`src/hw/rtl/sofr_pkg.sv`:
```
// ----------------------------------------------------------------------------
// sofr_pkg
// Types, codes and the CRC-16/CCITT-FALSE byte update for the frame receiver.
// ----------------------------------------------------------------------------
package sofr_pkg;

	localparam logic [15:0] CRC_POLY = 16'h1021;
	localparam logic [15:0] CRC_INIT = 16'hFFFF;
	localparam logic [2:0]  HDR_LAST = 3'd5;

	typedef enum logic [2:0] {
		PH_HUNT    = 3'd0,
		PH_SECOND  = 3'd1,
		PH_HEADER  = 3'd2,
		PH_PAYLOAD = 3'd3,
		PH_CRC_LO  = 3'd4,
		PH_CRC_HI  = 3'd5
	} phase_t;

	typedef enum logic [1:0] {
		KIND_PAYLOAD = 2'd0,
		KIND_ACCEPT  = 2'd1,
		KIND_REJECT  = 2'd2
	} kind_t;

	typedef enum logic [2:0] {
		ERR_NONE    = 3'd0,
		ERR_VERSION = 3'd1,
		ERR_LENGTH  = 3'd2,
		ERR_CRC     = 3'd3,
		ERR_TIMEOUT = 3'd4
	} err_t;

	typedef struct packed {
		logic [7:0] rx_byte;
		logic       timed_out;
	} beat_t;

	typedef struct packed {
		logic [7:0]  start_marker_first;
		logic [7:0]  start_marker_second;
		logic [7:0]  expected_version;
		logic [15:0] payload_capacity;
	} cfg_t;

	typedef struct packed {
		kind_t       kind;
		logic [7:0]  payload_byte;
		logic [7:0]  frame_type;
		logic [7:0]  frame_flags;
		logic [7:0]  frame_sequence;
		logic [15:0] frame_length;
		err_t        error_code;
	} result_t;

	localparam logic [1:0] CFG_MARKER_FIRST  = 2'd0;
	localparam logic [1:0] CFG_MARKER_SECOND = 2'd1;
	localparam logic [1:0] CFG_VERSION       = 2'd2;
	localparam logic [1:0] CFG_CAPACITY      = 2'd3;

	function automatic logic [15:0] crc_update(input logic [15:0] crc_in, input logic [7:0] b);
		logic [15:0] c;
		c = crc_in ^ {b, 8'h00};
		for (int i = 0; i < 8; i++) begin
			if (c[15]) begin
				c = {c[14:0], 1'b0} ^ CRC_POLY;
			end else begin
				c = {c[14:0], 1'b0};
			end
		end
		return c;
	endfunction

endpackage

```
`src/hw/rtl/sofr_in_stage.sv`:
```
// ----------------------------------------------------------------------------
// sofr_in_stage
// Input register: captures one received beat and holds it for the parser.
// ----------------------------------------------------------------------------
module sofr_in_stage (
	input  logic            clk,
	input  logic            arst_n,
	input  logic            in_valid,
	output logic            in_ready,
	input  sofr_pkg::beat_t in_beat,
	output logic            beat_valid,
	input  logic            beat_ready,
	output sofr_pkg::beat_t beat
);
	import sofr_pkg::*;

	logic  valid_s1;
	beat_t beat_s1;

	assign in_ready   = !valid_s1 || beat_ready;
	assign beat_valid = valid_s1;
	assign beat       = beat_s1;

	always_ff @(posedge clk or negedge arst_n) begin
		if (!arst_n) begin
			valid_s1 <= 1'b0;
		end else if (in_ready) begin
			valid_s1 <= in_valid;
		end
	end

	always_ff @(posedge clk) begin
		if (in_valid && in_ready) begin
			beat_s1 <= in_beat;
		end
	end

endmodule

```
`src/hw/rtl/sofr_parser.sv`:
```
// ----------------------------------------------------------------------------
// sofr_parser
// Frame state machine, header capture, CRC check and result register.
// ----------------------------------------------------------------------------
module sofr_parser (
	input  logic              clk,
	input  logic              arst_n,
	input  sofr_pkg::cfg_t    cfg,
	input  logic              beat_valid,
	output logic              beat_ready,
	input  sofr_pkg::beat_t   beat,
	output logic              out_valid,
	input  logic              out_ready,
	output sofr_pkg::result_t result
);
	import sofr_pkg::*;

	phase_t      phase_q, phase_d;
	logic [2:0]  hdr_idx_q, hdr_idx_d, hdr_idx_c;
	logic [47:0] hdr_q, hdr_d, hdr_ins;
	logic [15:0] remain_q, remain_d;
	logic [15:0] hcrc_q, hcrc_d;
	logic [15:0] pcrc_q, pcrc_d;
	logic [7:0]  crc_lo_q, crc_lo_d;
	logic [15:0] calc_crc;
	logic        hdr_last;
	logic        ver_bad, len_bad;
	logic        adv;
	logic        res_valid;
	kind_t       res_kind;
	logic [7:0]  res_pb;
	err_t        res_err;
	logic        out_valid_q;
	result_t     result_q;

	assign beat_ready = !out_valid_q || out_ready;
	assign adv        = beat_valid && beat_ready;
	assign out_valid  = out_valid_q;
	assign result     = result_q;

	assign hdr_idx_c = (hdr_idx_q > HDR_LAST) ? HDR_LAST : hdr_idx_q;
	assign hdr_last  = (hdr_idx_c == HDR_LAST);

	always_comb begin
		for (int i = 0; i < 6; i++) begin
			hdr_ins[8*i +: 8] = hdr_q[8*i +: 8] |
				((hdr_idx_c == 3'(i)) ? beat.rx_byte : 8'h00);
		end
	end

	assign ver_bad  = (hdr_ins[7:0] != cfg.expected_version);
	assign len_bad  = (hdr_ins[47:32] > cfg.payload_capacity);
	assign calc_crc = (hdr_q[47:32] != 16'd0) ? (hcrc_q ^ pcrc_q) : hcrc_q;

	// next phase
	always_comb begin
		phase_d = phase_q;
		if (beat.timed_out) begin
			phase_d = PH_HUNT;
		end else begin
			case (phase_q)
				PH_HUNT: begin
					if (beat.rx_byte == cfg.start_marker_first) phase_d = PH_SECOND;
				end
				PH_SECOND: begin
					phase_d = (beat.rx_byte == cfg.start_marker_second) ? PH_HEADER : PH_HUNT;
				end
				PH_HEADER: begin
					if (hdr_last) begin
						if (ver_bad || len_bad) begin
							phase_d = PH_HUNT;
						end else begin
							phase_d = (hdr_ins[47:32] != 16'd0) ? PH_PAYLOAD : PH_CRC_LO;
						end
					end
				end
				PH_PAYLOAD: begin
					if (remain_q == 16'd1) phase_d = PH_CRC_LO;
				end
				PH_CRC_LO: phase_d = PH_CRC_HI;
				PH_CRC_HI: phase_d = PH_HUNT;
				default:   phase_d = PH_HUNT;
			endcase
		end
	end

	// datapath and result
	always_comb begin
		hdr_idx_d = hdr_idx_q;
		hdr_d     = hdr_q;
		remain_d  = remain_q;
		hcrc_d    = hcrc_q;
		pcrc_d    = pcrc_q;
		crc_lo_d  = crc_lo_q;
		res_valid = 1'b0;
		res_kind  = KIND_PAYLOAD;
		res_pb    = 8'h00;
		res_err   = ERR_NONE;
		if (beat.timed_out) begin
			if (phase_q != PH_HUNT && phase_q != PH_SECOND) begin
				res_valid = 1'b1;
				res_kind  = KIND_REJECT;
				res_err   = ERR_TIMEOUT;
			end
		end else begin
			case (phase_q)
				PH_SECOND: begin
					if (beat.rx_byte == cfg.start_marker_second) begin
						hdr_idx_d = 3'd0;
						hdr_d     = 48'd0;
						remain_d  = 16'd0;
						hcrc_d    = CRC_INIT;
						pcrc_d    = CRC_INIT;
					end
				end
				PH_HEADER: begin
					hdr_d  = hdr_ins;
					hcrc_d = crc_update(hcrc_q, beat.rx_byte);
					if (!hdr_last) begin
						hdr_idx_d = hdr_idx_c + 3'd1;
					end else begin
						hdr_idx_d = 3'd0;
						if (ver_bad) begin
							res_valid = 1'b1;
							res_kind  = KIND_REJECT;
							res_err   = ERR_VERSION;
						end else if (len_bad) begin
							res_valid = 1'b1;
							res_kind  = KIND_REJECT;
							res_err   = ERR_LENGTH;
						end else begin
							remain_d = hdr_ins[47:32];
						end
					end
				end
				PH_PAYLOAD: begin
					pcrc_d    = crc_update(pcrc_q, beat.rx_byte);
					remain_d  = remain_q - 16'd1;
					res_valid = 1'b1;
					res_pb    = beat.rx_byte;
				end
				PH_CRC_LO: begin
					crc_lo_d = beat.rx_byte;
				end
				PH_CRC_HI: begin
					res_valid = 1'b1;
					if (calc_crc == {beat.rx_byte, crc_lo_q}) begin
						res_kind = KIND_ACCEPT;
					end else begin
						res_kind = KIND_REJECT;
						res_err  = ERR_CRC;
					end
				end
				default: begin
				end
			endcase
		end
	end

	always_ff @(posedge clk or negedge arst_n) begin
		if (!arst_n) begin
			phase_q   <= PH_HUNT;
			hdr_idx_q <= 3'd0;
			hdr_q     <= 48'd0;
			remain_q  <= 16'd0;
			hcrc_q    <= CRC_INIT;
			pcrc_q    <= CRC_INIT;
			crc_lo_q  <= 8'h00;
		end else if (adv) begin
			phase_q   <= phase_d;
			hdr_idx_q <= hdr_idx_d;
			hdr_q     <= hdr_d;
			remain_q  <= remain_d;
			hcrc_q    <= hcrc_d;
			pcrc_q    <= pcrc_d;
			crc_lo_q  <= crc_lo_d;
		end
	end

	always_ff @(posedge clk or negedge arst_n) begin
		if (!arst_n) begin
			out_valid_q <= 1'b0;
		end else if (adv) begin
			out_valid_q <= res_valid;
		end else if (out_ready) begin
			out_valid_q <= 1'b0;
		end
	end

	always_ff @(posedge clk) begin
		if (adv) begin
			result_q.kind           <= res_kind;
			result_q.payload_byte   <= res_pb;
			result_q.frame_type     <= hdr_d[15:8];
			result_q.frame_flags    <= hdr_d[23:16];
			result_q.frame_sequence <= hdr_d[31:24];
			result_q.frame_length   <= hdr_d[47:32];
			result_q.error_code     <= res_err;
		end
	end

endmodule

```
`src/hw/rtl/sof_length_crc_frame_receiver_unit.sv`:
```
// ----------------------------------------------------------------------------
// sof_length_crc_frame_receiver_unit
// Start-marker / length / CRC-16 framed receiver; streams payload beats and
// closes each frame with an accept or reject verdict.
//
//   channel  | handshake               | payload
//   ---------+-------------------------+------------------------------------
//   in       | in_valid / in_ready     | rx_byte, timed_out
//   out      | out_valid / out_ready   | result_kind .. error_code
//   cfg      | cfg_write_en            | cfg_index, cfg_data
//
// One beat per cycle while the result sink keeps up; a beat's result passes
// through the input register, then parser logic into the result register.
// The per-beat CRC update sits in the single parser stage.
// A stalled result holds; the input register keeps taking one more beat.
// Reset returns to hunting with the register defaults.
// ----------------------------------------------------------------------------
module sof_length_crc_frame_receiver_unit (
	input  logic        clk,
	input  logic        arst_n,
	input  logic        in_valid,
	output logic        in_ready,
	input  logic [7:0]  rx_byte,
	input  logic        timed_out,
	output logic        out_valid,
	input  logic        out_ready,
	output logic [1:0]  result_kind,
	output logic [7:0]  payload_byte,
	output logic [7:0]  frame_type,
	output logic [7:0]  frame_flags,
	output logic [7:0]  frame_sequence,
	output logic [15:0] frame_length,
	output logic [2:0]  error_code,
	input  logic        cfg_write_en,
	input  logic [1:0]  cfg_index,
	input  logic [15:0] cfg_data
);
	import sofr_pkg::*;

	cfg_t    cfg_q;
	beat_t   in_beat, beat;
	logic    beat_valid, beat_ready;
	result_t result;

	always_ff @(posedge clk or negedge arst_n) begin
		if (!arst_n) begin
			cfg_q.start_marker_first  <= 8'h00;
			cfg_q.start_marker_second <= 8'h00;
			cfg_q.expected_version    <= 8'h01;
			cfg_q.payload_capacity    <= 16'hFFFF;
		end else if (cfg_write_en) begin
			case (cfg_index)
				CFG_MARKER_FIRST:  cfg_q.start_marker_first  <= cfg_data[7:0];
				CFG_MARKER_SECOND: cfg_q.start_marker_second <= cfg_data[7:0];
				CFG_VERSION:       cfg_q.expected_version    <= cfg_data[7:0];
				CFG_CAPACITY:      cfg_q.payload_capacity    <= cfg_data;
				default: begin
				end
			endcase
		end
	end

	assign in_beat.rx_byte   = rx_byte;
	assign in_beat.timed_out = timed_out;

	sofr_in_stage u_in_stage (
		.clk        (clk),
		.arst_n     (arst_n),
		.in_valid   (in_valid),
		.in_ready   (in_ready),
		.in_beat    (in_beat),
		.beat_valid (beat_valid),
		.beat_ready (beat_ready),
		.beat       (beat)
	);

	sofr_parser u_parser (
		.clk        (clk),
		.arst_n     (arst_n),
		.cfg        (cfg_q),
		.beat_valid (beat_valid),
		.beat_ready (beat_ready),
		.beat       (beat),
		.out_valid  (out_valid),
		.out_ready  (out_ready),
		.result     (result)
	);

	assign result_kind    = result.kind;
	assign payload_byte   = result.payload_byte;
	assign frame_type     = result.frame_type;
	assign frame_flags    = result.frame_flags;
	assign frame_sequence = result.frame_sequence;
	assign frame_length   = result.frame_length;
	assign error_code     = result.error_code;

endmodule

```
`config.mk`:
```
export PLATFORM = sky130hd
export DESIGN_NAME = sof_length_crc_frame_receiver_unit
export DESIGN_NICKNAME = d
export VERILOG_FILES = /design/src/hw/rtl/sofr_pkg.sv /design/src/hw/rtl/sofr_in_stage.sv /design/src/hw/rtl/sofr_parser.sv /design/src/hw/rtl/sof_length_crc_frame_receiver_unit.sv
export SDC_FILE = /design/constraint.sdc
export NUM_CORES = 1
export LEC_CHECK = 0
export ABC_AREA = 1
export BUFFER_PORTS_ARGS = -buffer_cell sky130_fd_sc_hd__buf_2
export CORE_ASPECT_RATIO = 0.7
export CORE_MARGIN = 5
export CORE_UTILIZATION = 37
export DETAILED_ROUTE_END_ITERATION = 12
export RECOVER_POWER = 100
export SYNTH_ARGS = -nofsm -noshare
export SYNTH_HDL_FRONTEND = slang
export SYNTH_SLANG_ARGS = --single-unit
```
`constraint.sdc`:
```
create_clock -name clk -period 7.3 [get_ports clk]
set_input_delay 0.365 -clock clk [delete_from_list [all_inputs] [get_ports clk]]
set_output_delay 0.365 -clock clk [all_outputs]
set_load 0.05 [all_outputs]
```
Yosys cells after proc, flatten, opt, wreduce, memory -nomap -nowiden
Cells that the tools add are included.
{"block": "word_totals", "output_inout_bits": 55, "inputBits": 32, "register_bits": 214}
{"block": "classes", "addsub": 2, "n_bitwise": 27, "magnitude_cmp": 2, "eq_ne": 26, "muxes": 96, "reduce_logical": 29}
{"operator": "16-bit two-way mux", "n": 34}
{"operator": "13-bit two-way mux", "n": 16}
{"operator": "48-bit two-way mux", "n": 2}
{"operator": "48-bit one-hot mux with 2 select lines", "n": 1}
{"operator": "16-bit one-hot mux with 2 select lines", "n": 2}
{"operator": "8-bit two-way mux", "n": 6}
{"operator": "3-bit inverter", "n": 16}
{"operator": "8-bit bitwise OR", "n": 6}
{"operator": "16-bit one-hot mux with 3 select lines", "n": 1}
{"operator": "16-bit bitwise XOR", "n": 3}
{"operator": "3-bit two-way mux", "n": 13}
{"operator": "16-bit nonzero test", "n": 2}
{"operator": "2-bit two-way mux", "n": 9}
{"operator": "16-bit by 1-bit == test with 1-bit output (second input constant)", "n": 1}
{"operator": "16-bit == test", "n": 1}
{"operator": "8-bit == test", "n": 2}
{"operator": "16-bit greater-than comparator", "n": 1}
{"operator": "16-bit by 1-bit subtractor with 16-bit output (second input constant)", "n": 1}
{"operator": "3-bit one-hot mux with 5 select lines", "n": 1}
{"operator": "3-bit by 2-bit == test with 1-bit output (second input constant)", "n": 4}
{"operator": "3-bit == test (second input constant)", "n": 4}
{"operator": "3-bit one-hot mux with 2 select lines", "n": 2}
{"operator": "4-bit AND reduction", "n": 3}
{"operator": "3-bit by 2-bit inequality test with 1-bit output (second input constant)", "n": 3}
{"operator": "24 further kinds", "n": 48}

Depth between registers and ports, before layout
{"block": "depth", "word_depth": 32, "depth_mapped": 19, "depth_no_buf": 18}

Hierarchy
Synthesis repeated with hierarchy kept, for this count alone.
{"block": "unflattened", "hier_cells": 1339, "hier_area_um2": 11320.9}
{"mod": "sofr_parser", "area_per_inst_um2": 9255.1, "seq_area_each_um2": 4409.2, "n_inst": 1, "cells_each": 1145}
{"mod": "sof_length_crc_frame_receiver_unit", "area_per_inst_um2": 1750.4, "seq_area_each_um2": 1022.2, "n_inst": 1, "cells_each": 179}
{"mod": "sofr_in_stage", "area_per_inst_um2": 315.3, "seq_area_each_um2": 295.3, "n_inst": 1, "cells_each": 15}

Worst setup path before layout
OpenSTA, ideal clock, no wires.
{"block": "synth_path", "path_type": "register to register", "start": "reg u_parser.out_valid_q (netlist: u_parser.out_valid)", "end": "reg u_parser.hcrc_q[14]", "arrival_time_ps": 4482, "setup_time_ps": 77, "slack_ps": 2740, "path_stages_with_launch": 13, "required_ps": 7223, "n_path_buf": 1, "cell_sequence": "dfrtp_1 > inv_1 > nor2_1 > nor2_1 > inv_1 > nor2_4 > inv_1 > nor2_2 > inv_2 > nand2_2 > buf_4 > nor2_1 > a31oi_1"}
{"block": "synth_via", "elab_chain_len": 4}
{"element": "start: declaration", "line": "sofr_parser.sv:33", "rtl": "logic out_valid_q;"}
{"element": "start signal: assignment", "line": "sofr_parser.sv:184", "rtl": "out_valid_q <= res_valid;"}
{"element": "1-bit zero test", "line": "sofr_parser.sv:36", "rtl": "assign beat_ready = !out_valid_q || out_ready;"}
{"element": "1-bit logical OR", "line": "sofr_parser.sv:36"}
{"element": "1-bit logical AND", "line": "sofr_parser.sv:37", "rtl": "assign adv = beat_valid && beat_ready;"}
{"element": "net u_parser.adv", "line": "sofr_parser.sv:28", "rtl": "logic adv;"}
{"element": "4-bit AND reduction (no source line)"}
{"element": "end signal: assignment", "line": "sofr_parser.sv:174", "rtl": "hcrc_q <= hcrc_d;"}
{"element": "end: declaration", "line": "sofr_parser.sv:22", "rtl": "logic [15:0] hcrc_q, hcrc_d;"}
The timed path passes the listed nets, and every way through them passes these cells.
A chain may end at the register's enable or synchronous reset.

Worst setup path in the final report
{"block": "layout_path", "start": "reg u_parser.out_valid_q (netlist: u_parser.out_valid)", "end": "reg u_parser.hdr_idx_q[2]"}
{"block": "layout_via", "elab_chain_len": 4}
{"element": "1-bit zero test", "line": "sofr_parser.sv:36"}
{"element": "1-bit logical OR", "line": "sofr_parser.sv:36"}
{"element": "1-bit logical AND", "line": "sofr_parser.sv:37"}
{"element": "net u_parser.adv", "line": "sofr_parser.sv:28"}
{"element": "4-bit AND reduction (no source line)"}
{"element": "end signal: assignment", "line": "sofr_parser.sv:171", "rtl": "hdr_idx_q <= hdr_idx_d;"}
{"element": "end: declaration", "line": "sofr_parser.sv:19", "rtl": "logic [2:0] hdr_idx_q, hdr_idx_d, hdr_idx_c;"}
The timed path passes the listed nets, and every way through them passes these cells.

==> run summary <==
Counting flops with an async set or reset pin after synthesis yields a share of 0.7103. The area of the core is 29,150 um^2. Setup repair after global routing left no endpoint under its margin. The final clock period utilization by the worst path came out at 0.7139. The shortest clock period the worst path allows after layout is 5.211 ns. The flow ran to the end, but the final reports show violations. The synthesized design contains 62 enable-type register cells. The DRC marker count from the first detailed-route iteration is 956. The part of the Yosys area used for sequential elements came out at 0.5190. The portion of synthesized area spent on multiplexers is 0. Among all flip-flop cells after synthesis, the most frequent one is sky130_fd_sc_hd__dfrtp_1. TritonCTS built the clock tree. Summed over all nets, the switching power comes to 0.001027 W.

The kind of end point of the critical path is a register. Of the total power, registers draw 0.446. The max-cap violation count came out at 2. Entering global routing, the biggest net connects 93 pins. Clock tree synthesis selected as its root buffer the cell sky130_fd_sc_hd__clkbuf_16.

The part of the power in the clock network is 0.361. The instance area at placement is 11,780 um^2. Measured against its own limit, the worst slew margin works out to -1.327. The fraction of the mapped netlist area in compound gates came out at 0.1339. The cell-internal power is 0.002312 W. The share of total power dissipated in combinational logic is 0.193. The largest voltage drop on the vdd net is 0.1450 mV. The largest single stage delay on the critical path is 1.23 ns. The first-pass GRT wire length is 49.65 mm. The maximum clock path buffer count is 3. The synthesized net count is 1,344. The register clock-pin slew on the reported worst setup and hold paths is 0.06 ns. The transition at the pin with the smallest max-transition slack came out at 3.491 ns.

The fraction of final layout cells sized beyond drive strength 1 came out at 0.1069. The setup slack of the most critical reg-to-reg path came out at 2.09 ns. The critical-path cell with the highest stage delay is sky130_fd_sc_hd__clkbuf_1. The synthesis-stage register bit count is 214. Summed over all nets, the half-perimeter wirelength after detailed placement is 22.46 mm.

The number of sinks handled by clock tree synthesis came out at 214. The setup TNS after final layout is 0 ns. 0 antenna diodes ended up in the layout.

The number of DRC violations after detailed routing came out at 0. The required time of the critical path is 7.73 ns. Summing all non-filler instances in the final layout gives an area of 12,480 um^2. For this block, the routed nets add up to 31.42 mm of wire. The width of the chip is 216.4 um. After synthesis, the mean cell area works out to 8.534 um^2.

The critical path launch point type is a register. In the layout the commonest cells are sky130_fd_sc_hd__nand2_1, sky130_fd_sc_hd__inv_1, sky130_fd_sc_hd__o21ai_0. The total of warnings raised by yosys is 0.

The simple-gate portion of the synthesized area is 0.1966. The net count reported at finish is 1,419. The number of max-slew violations in the final report came out at 146. The area growth from synthesis to layout came out at 13.11%. The arrival time of the worst setup path came out at 5.64 ns. The share of the synthesized netlist area taken by xor and xnor gates is 0.04604. Of the total power, the share spent switching nets is 0.3077. The average wire length per cell after detail routing is 17.83 um. The global placement routability congestion came out at 0.8631.

The number of placed I/O pins is 87. Across all layers, the routed design uses 8,928 vias. From bottom edge to top edge, the die measures 154.5 um. The count of different cell masters after synthesis is 46. The final reports fail on capacitance limit, slew limit. The area enclosed by the die boundary is 33,430 um^2.

The final setup violation count came out at 0. The initial antenna violation count is 0. CTS built an H-tree with a depth of 1.

The via density per instance came out at 5.067. Leaving out fill and tap cells, the most frequent cell in the layout is sky130_fd_sc_hd__nand2_1. The cell count after synthesis came out at 1,293.

The number of buffers created by CTS came out at 22. The critical path class is reg2reg. In this run the power density over the cells is 267.6 nW/um^2. The count of buffers inserted at the top-level ports is 86.

The signal on the critical path passes through inv_1 > nor2_1 > nor2_4 > buf_4 > inv_1 > clkbuf_1 > nor2_4 > inv_1 > nor2_2 > inv_1 > nand2_2 > inv_1 > o31ai_1. The highest achievable clock rate is 191.9 MHz. Setup slack on the critical path of the routed design comes to 2.089 ns.

The largest fanout of any net on the critical path came out at 83. After synthesis, the largest family of logic cells by area is simple AND/OR/NAND/NOR gates. After floorplanning, the core was divided into 52 placement rows.

The post-place setup slack came out at 3.443 ns. The total chip power is 0.003340 W. For this design the static power due to leakage is 5.849 nW.

The post-cts resize count is 0. The overall routing resource usage is 0.1872. The hold violation total from the final report is 0. The starting density of the core came out at 0.3786. The cell area that synthesis handed to floorplanning was 11,030 um^2.

The cell that appears most often on the critical path is sky130_fd_sc_hd__inv_1. The setup clock skew after layout is 0.009158 ns. The class of the most critical hold timing path is in2reg. At the later pin of the worst-skew pair, clock insertion delay measures 0.52 ns.

The detail route stage leaves a number of antenna-violating nets equal to 0. The via count of the first global-routing pass is 8,417. The sum of overflow across all layers after global routing came out at 0. The first-pass iteration count of the detailed router came out at 5.

The share of synthesized cell area in full adder, half adder and majority cells came out at 0.02154.
[registers in the layout (all words and copies together), names as in the netlist, 3 cells and up]
signal and cells:
u_parser.remain_q 16, u_parser.hdr_idx_q 3, u_parser.hcrc_q 16, u_parser.pcrc_q 16
u_parser.result 53, u_in_stage.beat 9, cfg_q 40, u_parser.phase_q 3
u_parser.hdr_q 48, u_parser.crc_lo_q 8
[final cells by class]
| class | count | area, um^2 |
|---|---|---|
| fill | 2951 | 16670 |
| clock inverter | 6 | 102.6 |
| sequential | 214 | 5727 |
| inverter | 191 | 716.9 |
| tap | 378 | 473.0 |
| multi-input combinational | 847 | 4385 |
| clock buffer | 34 | 666.9 |
| timing repair buffer | 92 | 409.1 |
[synthesized netlist by cell type (all sizes together), types with 22 or more instances]
cell type / number / share of area
edfxtp: 62 / 0.17
o21bai: 24 / 0.016
dfstp: 49 / 0.12
inv: 191 / 0.065
o21ai: 132 / 0.060
xor2: 24 / 0.019
a22oi: 22 / 0.015
a21oi: 42 / 0.019
nand2: 302 / 0.10
nand3: 47 / 0.022
dfrtp: 103 / 0.23
xnor2: 34 / 0.027
clkbuf: 22 / 0.0077
nor2: 120 / 0.043
[through the flow]
| step | util | hold slack, ns | instances |
|---|---|---|---|
| final | 0.4282 | 0.01999 | 1762 |
| after global routing | 0.4282 | 0.002004 | 1762 |
| after CTS | 0.4314 | 0.002283 | 1762 |
| after detailed placement | 0.4040 | 0.4696 | 1719 |
| after global placement | 0.4040 | 0.4626 | 1719 |
| after floorplan | - | 0.06941 | 1293 |
[final timing paths]
check | start | to | cells past startpoint
setup / recovery | u_parser.out_valid | u_parser.hdr_idx_q[2] | 13
hold / removal | rx_byte[2] | u_in_stage.beat[3] | 1
setup reg to reg | u_parser.out_valid | u_parser.hdr_idx_q[2] | 13
hold reg to reg | u_parser.hdr_q[29] | u_parser.hdr_q[29] | 2
max in group asynchronous | arst_n | u_parser.hdr_q[28] | 3
min in group asynchronous | arst_n | cfg_q[19] | 2
[cell families after synthesis]
logic type | Yosys count
DFF | 214
and+or+nand+nor | 515
AOI/OAI and AO/OA | 255
adders and majority gates | 19
xor gates and xnor gates | 58
buffers and inverters | 232
[layer usage]
layer,wire (um),vias to the layer above,global-route usage
li1,-,4344,-
met1,16440,4206,0.3121
met2,11760,352,0.2426
met3,2838,26,0.04865
met4,385,0,0.02663
met5,0,-,0
[critical path, delay by kind of cell, from the launching register on]
| family | cells | cell delay [ns] |
|---|---|---|
| buffers and inverters | 7 | 2.66 |
| and+or+nand+nor | 5 | 1.79 |
| DFF | 1 | 0.38 |
| AOI/OAI and AO/OA | 1 | 0.25 |
[power groups by stage]
stage               Combinational (W)  Sequential, W  Clock [W]
detailed placement           0.000657        0.00150          0
global route                 0.000724        0.00150    0.00129
floorplan                    0.000367        0.00159          0
finish                       0.000644        0.00149    0.00121
CTS                          0.000662        0.00149    0.00123
global placement             0.000650        0.00150          0
[timing repair]
action	CTS	global route
setup buffers	0	0
hold buffers	3	0
hold endpoints to repair	49	0
(Power assumes the default switching activity.)
